<file path="config.mk">
export PLATFORM = sky130hd
export DESIGN_NAME = nicd_charge_stage_controller_unit
export DESIGN_NICKNAME = d
export VERILOG_FILES = /design/src/rtl/ncsc_pkg.sv /design/src/rtl/ncsc_cfg_regs.sv /design/src/rtl/ncsc_step.sv /design/src/rtl/nicd_charge_stage_controller_unit.sv
export VERILOG_INCLUDE_DIRS = /design/src /design/src/rtl
export SDC_FILE = /design/constraint.sdc
export NUM_CORES = 1
export LEC_CHECK = 0
export BUFFER_PORTS_ARGS = -buffer_cell sky130_fd_sc_hd__clkbuf_2
export CAP_MARGIN = 20
export CORE_MARGIN = 1.5
export CORE_UTILIZATION = 50
export CTS_CLUSTER_SIZE = 14
export DETAILED_ROUTE_END_ITERATION = 12
export PLACE_DENSITY = 0.77
export SETUP_SLACK_MARGIN = 0.4
export SKIP_LAST_GASP = 1
export SLEW_MARGIN = 20
export SYNTH_ARGS = -nofsm -noshare
export SYNTH_HDL_FRONTEND = slang
export SYNTH_SLANG_ARGS = --single-unit
export TNS_END_PERCENT = 30
</file>
<file path="constraint.sdc">
create_clock -name clk -period 7.11 [get_ports clk]
set_input_delay 1.0665 -clock clk [delete_from_list [all_inputs] [get_ports clk]]
set_output_delay 1.0665 -clock clk [all_outputs]
set_load 0.05 [all_outputs]
</file>
<file path="src/rtl/assert_macros.svh">
// ----------------------------------------------------------------------------
// assertion macros
// shared concurrent assertion forms, removed when SYNTH is defined
// ----------------------------------------------------------------------------
`ifndef ASSERT_MACROS_SVH
`define ASSERT_MACROS_SVH
`ifndef SYNTH
// property holds at every clock edge outside reset
`define ASSERT_PROP(lbl, ck, rstn, prop, msg) \
    lbl: assert property (@(posedge ck) disable iff (!rstn) (prop)) else $error(msg);
// condition never holds at a clock edge outside reset
`define ASSERT_NEVER(lbl, ck, rstn, cond, msg) \
    lbl: assert property (@(posedge ck) disable iff (!rstn) !(cond)) else $error(msg);
`else
`define ASSERT_PROP(lbl, ck, rstn, prop, msg)
`define ASSERT_NEVER(lbl, ck, rstn, cond, msg)
`endif
`endif

</file>
<file path="src/rtl/ncsc_pkg.sv">
// ----------------------------------------------------------------------------
// ncsc_pkg
// types and constants of the nicd charge stage controller
// ----------------------------------------------------------------------------
package ncsc_pkg;

    // charge stages
    typedef enum logic [2:0] {
        STG_CELL    = 3'd0,
        STG_TYPE    = 3'd1,
        STG_PACK    = 3'd2,
        STG_PRE     = 3'd3,
        STG_FAST    = 3'd4,
        STG_TRICKLE = 3'd5,
        STG_STOP    = 3'd6,
        STG_ERR     = 3'd7
    } stage_t;

    // cell chemistry codes
    localparam logic [1:0] CHEM_UNKNOWN = 2'd0;
    localparam logic [1:0] CHEM_SINGLE  = 2'd1;
    localparam logic [1:0] CHEM_ARRAY   = 2'd2;

    // configuration register indexes
    localparam logic [2:0] CFG_PRE_LO      = 3'd0;
    localparam logic [2:0] CFG_PRE_HI      = 3'd1;
    localparam logic [2:0] CFG_FAST_LO     = 3'd2;
    localparam logic [2:0] CFG_FAST_HI     = 3'd3;
    localparam logic [2:0] CFG_PRE_DWELL   = 3'd4;
    localparam logic [2:0] CFG_TRK_CHECKS  = 3'd5;
    localparam logic [2:0] CFG_TRK_PERIOD  = 3'd6;
    localparam logic [2:0] CFG_MAX_DUTY    = 3'd7;

    localparam int CFG_IDX_W  = 3;
    localparam int CFG_DATA_W = 12;

    // per-cell thresholds in mV
    localparam logic [10:0] CELL_MV_1300 = 11'd1300;
    localparam logic [10:0] CELL_MV_1380 = 11'd1380;
    localparam logic [10:0] CELL_MV_1395 = 11'd1395;
    localparam logic [10:0] CELL_MV_1400 = 11'd1400;
    localparam logic [10:0] CELL_MV_1405 = 11'd1405;
    localparam logic [10:0] CELL_MV_1420 = 11'd1420;
    localparam logic [10:0] CELL_MV_1500 = 11'd1500;
    localparam logic [10:0] CELL_MV_1580 = 11'd1580;

    // fixed detection thresholds in mV
    localparam logic [13:0] DET_CELL_MV   = 14'd500;
    localparam logic [13:0] DET_SINGLE_MV = 14'd1500;
    localparam logic [13:0] DET_PACK2_MV  = 14'd2000;
    localparam logic [13:0] DET_PACK4_MV  = 14'd4000;
    localparam logic [13:0] DET_PACK7_MV  = 14'd7000;

    // fixed current windows for packs of seven
    localparam logic [11:0] P7_PRE_LO_MA  = 12'd50;
    localparam logic [11:0] P7_PRE_HI_MA  = 12'd370;
    localparam logic [11:0] P7_FAST_LO_MA = 12'd120;
    localparam logic [11:0] P7_FAST_HI_MA = 12'd400;

    localparam logic [4:0] DUTY_LIMIT = 5'd20;
    localparam logic [5:0] DWELL_MAX  = 6'd63;
    localparam logic [4:0] TICKS_MAX  = 5'd31;

    // input word
    typedef struct packed {
        logic [13:0] voltage_mv;
        logic [11:0] current_ma;
        logic [13:0] voltage_off_mv;
    } in_word_t;

    // result word
    typedef struct packed {
        logic [2:0] stage;
        logic [4:0] duty;
        logic       drive_on;
        logic [2:0] pack_cells;
        logic [1:0] cell_chem;
    } out_word_t;

    // configuration register values
    typedef struct packed {
        logic [11:0] pre_current_low_ma;
        logic [11:0] pre_current_high_ma;
        logic [11:0] fast_current_low_ma;
        logic [11:0] fast_current_high_ma;
        logic [5:0]  pre_dwell_limit;
        logic [4:0]  trickle_check_limit;
        logic [4:0]  trickle_period_ticks;
        logic [4:0]  max_duty;
    } cfg_t;

    // controller state
    typedef struct packed {
        stage_t     stage;
        logic [4:0] duty;
        logic       drive;
        logic [2:0] pack;
        logic [1:0] chem;
        logic [5:0] dwell;
        logic [4:0] ticks;
    } ctl_state_t;

    // pack threshold: per-cell millivolts times cell count
    function automatic logic [13:0] pack_mv(input logic [2:0] cells,
                                            input logic [10:0] per_cell);
        return 14'(per_cell) * 14'(cells);
    endfunction

endpackage

</file>
<file path="src/rtl/ncsc_cfg_regs.sv">
// ----------------------------------------------------------------------------
// ncsc_cfg_regs
// configuration register file written through a plain write port
// ----------------------------------------------------------------------------
module ncsc_cfg_regs (
    input  logic                          clk,
    input  logic                          rst_n,
    input  logic                          cfg_we,
    input  logic [ncsc_pkg::CFG_IDX_W-1:0]  cfg_index,
    input  logic [ncsc_pkg::CFG_DATA_W-1:0] cfg_data,
    output ncsc_pkg::cfg_t                cfg
);
    import ncsc_pkg::*;

    cfg_t cfg_reg;

    // register writes, each field keeps its low bits
    always_ff @(posedge clk or negedge rst_n)
    begin
        if (!rst_n)
        begin
            cfg_reg.pre_current_low_ma   <= 12'd350;
            cfg_reg.pre_current_high_ma  <= 12'd450;
            cfg_reg.fast_current_low_ma  <= 12'd700;
            cfg_reg.fast_current_high_ma <= 12'd800;
            cfg_reg.pre_dwell_limit      <= 6'd40;
            cfg_reg.trickle_check_limit  <= 5'd15;
            cfg_reg.trickle_period_ticks <= 5'd12;
            cfg_reg.max_duty             <= 5'd5;
        end
        else if (cfg_we)
        begin
            case (cfg_index)
                CFG_PRE_LO:     cfg_reg.pre_current_low_ma   <= cfg_data;
                CFG_PRE_HI:     cfg_reg.pre_current_high_ma  <= cfg_data;
                CFG_FAST_LO:    cfg_reg.fast_current_low_ma  <= cfg_data;
                CFG_FAST_HI:    cfg_reg.fast_current_high_ma <= cfg_data;
                CFG_PRE_DWELL:  cfg_reg.pre_dwell_limit      <= cfg_data[5:0];
                CFG_TRK_CHECKS: cfg_reg.trickle_check_limit  <= cfg_data[4:0];
                CFG_TRK_PERIOD: cfg_reg.trickle_period_ticks <= cfg_data[4:0];
                CFG_MAX_DUTY:   cfg_reg.max_duty             <= cfg_data[4:0];
                default:        cfg_reg.max_duty             <= cfg_reg.max_duty;
            endcase
        end
    end

    assign cfg = cfg_reg;

endmodule

</file>
<file path="src/rtl/ncsc_step.sv">
// ----------------------------------------------------------------------------
// ncsc_step
// next controller state for one sample word
// ----------------------------------------------------------------------------
module ncsc_step (
    input  ncsc_pkg::ctl_state_t cur,
    input  ncsc_pkg::in_word_t   word,
    input  ncsc_pkg::cfg_t       cfg,
    output ncsc_pkg::ctl_state_t nxt
);
    import ncsc_pkg::*;

    logic [13:0] v;
    logic [11:0] cur_ma;
    logic [13:0] voff;
    logic [2:0]  p;
    logic [2:0]  p_live;
    logic        v_zero;
    logic [4:0]  max_d;
    logic [4:0]  period;
    logic [5:0]  dwell_inc;
    logic [4:0]  ticks_inc;
    logic [11:0] pre_lo;
    logic [11:0] pre_hi;
    logic [11:0] fast_lo;
    logic [11:0] fast_hi;
    logic [4:0]  duty_pre;
    logic [4:0]  duty_fast;

    // one duty step toward the current window
    function automatic logic [4:0] regulate(input logic [4:0] duty,
                                            input logic [11:0] ma,
                                            input logic [11:0] lo,
                                            input logic [11:0] hi,
                                            input logic [4:0] mx);
        logic [5:0] up;
        logic [4:0] d;
        up = {1'b0, duty} + 6'd1;
        d  = duty;
        if (ma < lo)
            d = (up > {1'b0, mx}) ? mx : up[4:0];
        if (ma > hi)
            d = (d <= 5'd1) ? 5'd1 : d - 5'd1;
        return d;
    endfunction

    // operand prep
    always_comb
    begin
        v         = word.voltage_mv;
        cur_ma    = word.current_ma;
        voff      = word.voltage_off_mv;
        p         = cur.pack;
        v_zero    = (v == 14'd0);
        p_live    = v_zero ? 3'd0 : p;
        max_d     = (cfg.max_duty == 5'd0) ? 5'd1 :
                    ((cfg.max_duty > DUTY_LIMIT) ? DUTY_LIMIT : cfg.max_duty);
        period    = (cfg.trickle_period_ticks == 5'd0) ? 5'd1 : cfg.trickle_period_ticks;
        dwell_inc = (cur.dwell < DWELL_MAX) ? cur.dwell + 6'd1 : cur.dwell;
        ticks_inc = (cur.ticks < TICKS_MAX) ? cur.ticks + 5'd1 : cur.ticks;
        pre_lo    = (p == 3'd7) ? P7_PRE_LO_MA  : cfg.pre_current_low_ma;
        pre_hi    = (p == 3'd7) ? P7_PRE_HI_MA  : cfg.pre_current_high_ma;
        fast_lo   = (p == 3'd7) ? P7_FAST_LO_MA : cfg.fast_current_low_ma;
        fast_hi   = (p == 3'd7) ? P7_FAST_HI_MA : cfg.fast_current_high_ma;
        duty_pre  = regulate(cur.duty, cur_ma, pre_lo, pre_hi, max_d);
        duty_fast = regulate(cur.duty, cur_ma, fast_lo, fast_hi, max_d);
    end

    // stage transitions
    always_comb
    begin
        nxt = cur;
        case (cur.stage)
            STG_CELL:
            begin
                if (v < DET_CELL_MV)
                begin
                    nxt.duty  = 5'd1;
                    nxt.drive = 1'b1;
                end
                else
                begin
                    nxt.stage = STG_TYPE;
                    nxt.drive = 1'b0;
                end
            end
            STG_TYPE:
            begin
                nxt.duty  = 5'd1;
                nxt.drive = 1'b1;
                if (v < DET_SINGLE_MV)
                begin
                    nxt.chem  = CHEM_SINGLE;
                    nxt.pack  = 3'd1;
                    nxt.stage = STG_PRE;
                    nxt.drive = 1'b0;
                end
                else if (v >= DET_PACK2_MV)
                begin
                    nxt.chem  = CHEM_ARRAY;
                    nxt.pack  = 3'd2;
                    nxt.stage = STG_PACK;
                    nxt.drive = 1'b0;
                end
            end
            STG_PACK:
            begin
                nxt.duty  = 5'd1;
                nxt.drive = 1'b1;
                if (v >= DET_PACK7_MV)
                begin
                    nxt.pack  = 3'd7;
                    nxt.stage = STG_PRE;
                    nxt.drive = 1'b0;
                end
                else if (v >= DET_PACK4_MV)
                begin
                    nxt.pack  = 3'd4;
                    nxt.stage = STG_PRE;
                    nxt.drive = 1'b0;
                end
                else if (v >= DET_PACK2_MV)
                begin
                    nxt.pack  = 3'd2;
                    nxt.stage = STG_PRE;
                    nxt.drive = 1'b0;
                end
                else
                begin
                    // pack too low, drive stays on until error stop runs
                    nxt.chem  = CHEM_UNKNOWN;
                    nxt.pack  = 3'd0;
                    nxt.stage = STG_ERR;
                end
            end
            STG_PRE:
            begin
                nxt.drive = 1'b1;
                if (v > pack_mv(p, CELL_MV_1300))
                begin
                    nxt.dwell = dwell_inc;
                    if (dwell_inc > cfg.pre_dwell_limit)
                    begin
                        nxt.stage = STG_FAST;
                        nxt.drive = 1'b0;
                        nxt.dwell = 6'd0;
                    end
                end
                if (v > pack_mv(p, CELL_MV_1500))
                begin
                    nxt.stage = STG_TRICKLE;
                    nxt.drive = 1'b0;
                end
                else
                begin
                    nxt.duty = duty_pre;
                    if (v_zero)
                    begin
                        nxt.chem  = CHEM_UNKNOWN;
                        nxt.pack  = 3'd0;
                        nxt.stage = STG_CELL;
                    end
                end
            end
            STG_FAST:
            begin
                nxt.drive = 1'b1;
                if (v < pack_mv(p, CELL_MV_1300))
                begin
                    nxt.stage = STG_PRE;
                    nxt.drive = 1'b0;
                end
                else if (v > pack_mv(p, CELL_MV_1580))
                begin
                    nxt.stage = STG_STOP;
                    nxt.drive = 1'b0;
                end
                else if (v > pack_mv(p, CELL_MV_1500))
                begin
                    nxt.stage = STG_TRICKLE;
                    nxt.drive = 1'b0;
                end
                else
                begin
                    nxt.duty = duty_fast;
                    if (v_zero)
                    begin
                        nxt.chem  = CHEM_UNKNOWN;
                        nxt.pack  = 3'd0;
                        nxt.stage = STG_CELL;
                    end
                end
            end
            STG_TRICKLE:
            begin
                nxt.duty  = 5'd1;
                nxt.drive = 1'b1;
                if (v > pack_mv(p, CELL_MV_1500))
                begin
                    nxt.stage = STG_STOP;
                    nxt.drive = 1'b0;
                    nxt.dwell = 6'd0;
                end
                else
                begin
                    if (v_zero)
                    begin
                        nxt.chem  = CHEM_UNKNOWN;
                        nxt.pack  = 3'd0;
                        nxt.stage = STG_CELL;
                    end
                    nxt.ticks = ticks_inc;
                    // rest check on the drive-off voltage
                    if (ticks_inc >= period)
                    begin
                        nxt.dwell = dwell_inc;
                        if (dwell_inc > {1'b0, cfg.trickle_check_limit})
                        begin
                            nxt.stage = STG_STOP;
                            nxt.drive = 1'b0;
                            nxt.dwell = 6'd0;
                        end
                        else
                        begin
                            nxt.drive = 1'b0;
                            nxt.ticks = 5'd0;
                            if (voff < pack_mv(p_live, CELL_MV_1380))
                            begin
                                nxt.stage = STG_FAST;
                                nxt.dwell = 6'd0;
                            end
                            else if (voff < pack_mv(p_live, CELL_MV_1400))
                            begin
                                nxt.stage = STG_PRE;
                                nxt.dwell = 6'd0;
                            end
                        end
                    end
                end
            end
            STG_STOP:
            begin
                nxt.drive = 1'b0;
                if (v_zero)
                begin
                    nxt.chem  = CHEM_UNKNOWN;
                    nxt.pack  = 3'd0;
                    nxt.stage = STG_CELL;
                end
                else if (v < pack_mv(p, CELL_MV_1395))
                begin
                    nxt.stage = STG_PRE;
                end
            end
            default:
            begin
                // error stop
                nxt.drive = 1'b0;
                if (v < pack_mv(p, CELL_MV_1420))
                begin
                    nxt.stage = STG_TRICKLE;
                end
                else if (v_zero)
                begin
                    nxt.chem  = CHEM_UNKNOWN;
                    nxt.pack  = 3'd0;
                    nxt.stage = STG_CELL;
                end
            end
        endcase
    end

endmodule

</file>
<file path="src/rtl/nicd_charge_stage_controller_unit.sv">
// ----------------------------------------------------------------------------
// nicd_charge_stage_controller_unit
// nicd charge stage controller, one result word per sample word
// ----------------------------------------------------------------------------
// Each accepted sample word is registered, then compare logic against
// pack-scaled thresholds updates the stage, duty, drive, pack size, chemistry,
// dwell and trickle counters and loads the result register. A new word is taken
// every cycle unless in_stall is raised; throughput is set by the single step
// stage. The result register only holds up input when it is full and stalled.
// Configuration is written through cfg_we / cfg_index / cfg_data; the user must
// do so only while the block is idle, as the block itself does not enforce it.
module nicd_charge_stage_controller_unit (
    input  logic                            clk,
    input  logic                            rst_n,
    input  logic                            in_valid,
    output logic                            in_stall,
    input  ncsc_pkg::in_word_t              in_word,
    output logic                            out_valid,
    input  logic                            out_stall,
    output ncsc_pkg::out_word_t             out_word,
    input  logic                            cfg_we,
    input  logic [ncsc_pkg::CFG_IDX_W-1:0]  cfg_index,
    input  logic [ncsc_pkg::CFG_DATA_W-1:0] cfg_data
);
    import ncsc_pkg::*;

`include "assert_macros.svh"

    cfg_t       cfg;
    in_word_t   s1_word_reg;
    logic       s1_valid_reg;
    logic       s1_valid_next;
    ctl_state_t state_reg;
    ctl_state_t state_next;
    out_word_t  out_word_reg;
    logic       out_valid_reg;
    logic       out_valid_next;
    logic       out_free;
    logic       adv;
    logic       in_acc;

    ncsc_cfg_regs u_cfg (
        .clk       (clk),
        .rst_n     (rst_n),
        .cfg_we    (cfg_we),
        .cfg_index (cfg_index),
        .cfg_data  (cfg_data),
        .cfg       (cfg)
    );

    ncsc_step u_step (
        .cur  (state_reg),
        .word (s1_word_reg),
        .cfg  (cfg),
        .nxt  (state_next)
    );

    // handshake between input register and result register
    always_comb
    begin
        out_free       = !out_valid_reg || !out_stall;
        adv            = s1_valid_reg && out_free;
        in_stall       = s1_valid_reg && !out_free;
        in_acc         = in_valid && !in_stall;
        s1_valid_next  = in_acc ? 1'b1 : (adv ? 1'b0 : s1_valid_reg);
        out_valid_next = adv ? 1'b1 : (out_stall ? out_valid_reg : 1'b0);
    end

    // control and state registers
    always_ff @(posedge clk or negedge rst_n)
    begin
        if (!rst_n)
        begin
            s1_valid_reg  <= 1'b0;
            out_valid_reg <= 1'b0;
            state_reg     <= '{stage: STG_CELL, duty: 5'd0, drive: 1'b0, pack: 3'd0,
                               chem: CHEM_UNKNOWN, dwell: 6'd0, ticks: 5'd0};
        end
        else
        begin
            s1_valid_reg  <= s1_valid_next;
            out_valid_reg <= out_valid_next;
            if (adv)
                state_reg <= state_next;
        end
    end

    // payload registers
    always_ff @(posedge clk)
    begin
        if (in_acc)
            s1_word_reg <= in_word;
        if (adv)
        begin
            out_word_reg.stage      <= state_next.stage;
            out_word_reg.duty       <= state_next.duty;
            out_word_reg.drive_on   <= state_next.drive;
            out_word_reg.pack_cells <= state_next.pack;
            out_word_reg.cell_chem  <= state_next.chem;
        end
    end

    assign out_valid = out_valid_reg;
    assign out_word  = out_word_reg;

    // checks
    `ASSERT_PROP(a_pack_legal, clk, rst_n, state_reg.pack == 3'd0 || state_reg.pack == 3'd1 || state_reg.pack == 3'd2 || state_reg.pack == 3'd4 || state_reg.pack == 3'd7, "illegal pack size")
    `ASSERT_NEVER(a_duty_range, clk, rst_n, state_reg.duty > DUTY_LIMIT, "duty above limit")
    `ASSERT_PROP(a_chem_pack, clk, rst_n, (state_reg.chem == CHEM_UNKNOWN) == (state_reg.pack == 3'd0), "chemistry and pack disagree")
    `ASSERT_PROP(a_state_adv, clk, rst_n, !$stable(state_reg) |-> $past(adv), "state moved without a word")

endmodule
</file>
### Word-level counts from Yosys, hierarchy flattened

Index checks and enable logic that the tools add are counted.

* add/sub/neg operators: 5
* equality and inequality tests: 17
* multiply operators: 7
* reduce and logical (&&, ||, !) cells: 27
* bitwise gates (word level): 1
* $lt $le $gt $ge: 26
* multiplexer cells: 84

Operators by type and width (count)
* 5-bit 2-to-1 mux: 22
* 14-bit < comparator: 5
* 3-bit 2-to-1 mux: 23
* 9-bit by 3-bit multiplier with 12-bit output (first input constant): 5
* 6-bit 2-to-1 mux: 9
* 12-bit 2-to-1 mux: 4
* 14-bit greater-than comparator: 3
* 5-bit case mux with 6 select lines: 1
* 3-bit == test (second input constant): 8
* 12-bit greater-than comparator: 2
* 12-bit < comparator: 2
* 3-bit case mux with 7 select lines: 1
* 5-bit case mux with 4 select lines: 1
* 2-bit AND reduction: 8
* 14-bit by 11-bit greater-or-equal comparator with 1-bit output (second input constant): 1
* 14-bit by 12-bit greater-or-equal comparator with 1-bit output (second input constant): 1
* 14-bit by 13-bit greater-or-equal comparator with 1-bit output (second input constant): 1
* 14-bit zero test: 1
* 14-bit by 11-bit < comparator with 1-bit output (second input constant): 1
* 14-bit by 9-bit < comparator with 1-bit output (second input constant): 1
* 11-bit by 3-bit multiplier with 14-bit output (first input constant): 1
* 1-bit 2-to-1 mux: 14
* 3-bit by 2-bit == test with 1-bit output (second input constant): 4
* 6-bit by 5-bit greater-than comparator with 1-bit output: 2
* other kinds (30): 46

* output and inout bits: 16
* bits of input ports: 60
* logic and storage cells: 191
* register bits: 149

### Logic depth before layout (Yosys ltp)

* depth in word-level cells: 13
* gate-level depth with buffers: 23
* depth with buffers taken out: 22

### Cells and area by module

From an unflattened synthesis, not the netlist that was laid out.

* cell total of the unflattened synthesis: 1162
* area, all modules: 12007.8 µm²

Modules (own cells, without submodules)
* ncsc_step: sequential area each 0.0 µm², times used 1, cells each 897, area each 6482.5 µm²
* ncsc_cfg_regs: sequential area each 1762.9 µm², times used 1, cells each 151, area each 2786.4 µm²
* nicd_charge_stage_controller_unit: sequential area each 2297.2 µm², times used 1, cells each 114, area each 2738.9 µm²

### Worst setup path after synthesis

No wires, ideal clock.

* kind: flip-flop to flip-flop
* start point: reg s1_word_reg[39] in the netlist's numbering
* end point: reg out_word_reg (netlist bit out_word[13]) (data pin)
* clock period less this slack: 5.522 ns
* data arrival time: 5.254 ns
* setup time: 0.268 ns
* buffers on the path: 1
* data required time: 6.842 ns
* path slack: 1.588 ns
* cell stages (with the launch flop): 23
* cell sequence: edfxtp_1 > or3_4 > or3_4 > or3_4 > buf_6 > nand2_1 > inv_1 > fa_1 > ha_1 > inv_1 > fa_1 > xor2_1 > ha_1 > a21o_1 > a21o_1 > a211o_1 > o211ai_1 > a21oi_1 > a211oi_1 > nand2_1 > a221oi_1 > o21bai_1 > nor2b_1

RTL lines
* start, declared: line nicd_charge_stage_controller_unit.sv:30 `in_word_t s1_word_reg;`
* start signal, assigned: line nicd_charge_stage_controller_unit.sv:92 `s1_word_reg <= in_word;`
* end, declared: line nicd_charge_stage_controller_unit.sv:35 `out_word_t out_word_reg;`

==> summary.md <==
| Metric | Value |
|---|---|
| Peak Freq | 157 MHz |
| Synth async-reset ratio | approximately 65% |
| Initial cell density of the core | 51.2% |
| Post-synth cell types | 75 |
| Ports | 76 |
| Maximum VDD drop | between 150 and 200 uV |
| Detailed Routing Iterations Pass 1 | 6 |
| # clock sinks | 147 |
| Clock Pin Slew Worst Setup and Hold Paths | about 0.070 ns |
| Reg2Reg Depth | 21 |
| Vias | ~9600 |
| N_diodes | 0 |
| Reg2reg setup slack | 0.74 ns |
| DIE WIDTH | 155 um |
| Total Wirelength | 27900 um |
| IO buf count | 73 |
| First-pass GRT wire length | 46200 um |
| Drt drc | 0 |
| # rows | 55 |
| Clock buffer depth | 2 |
| Worst endpoint required time | 7.30 ns |
| Max-cap violation count | 0 |
| Synthesis-to-finish area growth | 10.8% |
| Clk_lat worst skew | 0.45 ns |
| Pwr per Cell Area | 439 nW/um^2 |
| Ys Warns | 0 |
| Status | complete, no violations |
| Final setup vio count | 0 |
| TritonCTS clock tree | built |
| Final Instance Area | 12900 um^2 |
| Post-synth EDFFs | 52 |
| R2R Path End | out_word[13] |
| Drt via density | 6.04 |
| CTS resizes | 0 |
| Core Footprint | around 23000 um^2 |
| DPL Wire Length | between 20000 and 25000 um |
| Syn Nets | 1461 |
| Final Skew | 0.0112 ns |
| Max reg flops | 69 |
| Post-synthesis instance total | 1219 |
| Initial antenna violation count | 0 |
| H-tree levels | 4 |
| Max-slew violation count | 0 |
| RSZ-0062 raised after global routing | false |
| Proportion of layout cells with a drive suffix above 1 | 17.4% |
| Die height | ~160 um |
| Largest net degree at the start of global routing | 78 |
| Antenna-violating nets left | 0 |
| Power Total | between 0.005 and 0.006 W |
| Crit path kind | register to register |
| Mean routed wirelength per cell | around 18 um |
| Worst Tran Pin Value | 1.12 ns |
| Post-DP Area | 12300 um^2 |
| Yosys reg bits | 147 |
| Nets | 1526 |
| CTS Root Cell | clkbuf_16 |
| Final Cycle Share | 89.6% |
| Overflow after GRT | 0 |
| Avg Cell Area, Syn | 9.53 um^2 |
| Critical Path Sink Type | register |
| Slew margin rel. | 25.1% |
| Crit path launch type | register |
| Critical path peak fanout | 12 |
| Total GRT Usage | 24.0% |
| Post-Syn Area | 11600 um^2 |
| FF-to-FF Start | s1_word_reg[38] |
| Post-CTS setup buffer count | 0 |
| Leak Pwr | 5.79 nW |
| Hold buffers post-CTS | 0 |
| Worst slack, placed | about 0.76 ns |
| Post-route minimum period | 6.37 ns |
| Hold/Removal Path Class | input port to async pin |
| Setup tns final | 0 ns |
| Gp weighted congestion | between 0.9 and 1 |
| WP data arrival | 6.56 ns |
| Die ar. | 24200 um^2 |
| Initial DRC count | roughly 740 |
| Main flop type after synthesis | dfrtp_1 |
| Final Hold Vio Count | 0 |
| Post-synthesis sequential area ratio | 34.2% |
| Total CTS buffers | 17 |
| Vias in the first global route | 9452 |
| Setup ws final | between 0.7 and 0.8 ns |
## cell families (layout without fill, tap and decap cells)
logic type               count (synthesis)  after routing  share of synthesized area (%)
adder cells (fa/ha/maj)                182            182                           20.1
XOR/XNOR                                38             38                           2.86
multiplexers                            74             74                           7.11
flip-flops                             147            147                           34.2
AO/OA/AOI/OAI                          313            313                           17.0
AND/OR/NAND/NOR                        367            367                           15.3
buffers and inverters                   98            176                           3.42
## layout by cell type, fill, tap and decap left out, drive strengths merged, types with 6 or more instances in the layout
cell type	instances
ha	174
nand2	127
clkbuf	90
o21ai	83
a21oi	82
nor2	79
inv	73
mux2	68
dfrtp	66
edfxtp	52
nand3	31
dfstp	29
a31oi	26
nand4	24
nor3	23
a21o	22
xnor2	21
o21a	18
xor2	17
nand2b	14
nor2b	14
and3	14
o211ai	10
buf	9
and2	9
a22o	8
fa	8
a211oi	7
or3	7
mux2i	6
a211o	6
o31ai	6
## power breakdown
| part | total, W | switching, W | internal [W] |
|---|---|---|---|
| registers | 0.00132 | 0.000223 | 0.00110 |
| clock network | 0.000947 | 0.000425 | 0.000522 |
| logic | 0.00338 | 0.00199 | 0.00139 |
| total | 0.00565 | 0.00264 | 0.00301 |
## layout make-up
class / count / area, um^2
fillers: 1953 / 9830
flip-flops and latches: 147 / 3980
multi-input cells: 974 / 7270
clock buffers: 18 / 450
repair buffers: 81 / 428
clock inverters: 14 / 156
well taps: 285 / 357
inverters: 63 / 236
## worst max path at each step
stage	start	end	slack (ns)	cells after the start
finish	s1_word_reg[38]	out_word[13]	0.74	21
global placement	s1_word_reg[38]	out_word[13]	0.84	21
CTS	s1_word_reg[38]	out_word[13]	0.75	21
detailed placement	s1_word_reg[38]	state_reg[22]	0.76	21
floorplan	s1_word_reg[39]	out_word[13]	1.59	22
global route	s1_word_reg[38]	out_word[13]	0.43	21
## cells in the mapped netlist, drive strengths merged (5+ instances only)
cell type / n / area (um^2)
o31ai: 6 / 45.0
nor2: 79 / 297
xor2: 17 / 149
o21a: 18 / 135
a21o: 22 / 165
xnor2: 21 / 184
dfrtp: 66 / 1650
edfxtp: 52 / 1560
nand4: 24 / 150
a22o: 8 / 70.1
mux2: 68 / 766
mux2i: 6 / 60.1
a21oi: 82 / 410
buf: 5 / 38.8
inv: 63 / 236
a211oi: 7 / 52.6
a211o: 6 / 52.6
dfstp: 29 / 762
nand3: 31 / 155
fa: 8 / 160
and3: 14 / 90.1
clkbuf: 30 / 123
and2: 9 / 58.8
nor3: 23 / 115
o21ai: 83 / 415
a31oi: 26 / 163
nor4: 5 / 31.3
nand2b: 14 / 87.6
nor2b: 14 / 87.6
o211ai: 10 / 75.1
ha: 174 / 2180
nand2: 127 / 477
or3: 7 / 58.8
## per-layer routing
layer	GRT usage (%)	vias to the layer above	wire, um
li1	-	4635	-
met4	9.52	0	699
met5	0	-	0
met2	39.9	288	13200
met3	3.51	52	1450
met1	31.6	4583	12600
## through the flow
stage / util, % / std cells / hold slack, ns
6_report: 56.7 / 1582 / 0.487
3_3_place_gp: 54.0 / 1550 / 0.474
3_5_place_dp: 54.0 / 1550 / 0.485
5_1_grt: 56.7 / 1582 / 0.504
4_1_cts: 56.7 / 1582 / 0.490
2_1_floorplan: - / 1219 / 0.457
## critical path, stage by stage, from the launching register on
cell and delay [ns]:
edfxtp_1 0.57, or3_4 0.46, or3_4 0.35, or3_4 0.48
nand2_1 0.21, inv_1 0.20, fa_1 0.61, ha_1 0.19
inv_1 0.06, fa_1 0.40, xor2_1 0.17, ha_1 0.29
a21o_1 0.16, a21o_1 0.17, a211o_1 0.28, o211ai_1 0.10
a21oi_1 0.09, a211oi_1 0.56, nand2_1 0.16, a221oi_1 0.31
o21bai_1 0.15, nor2b_1 0.15
(Power assumes the default switching activity.)
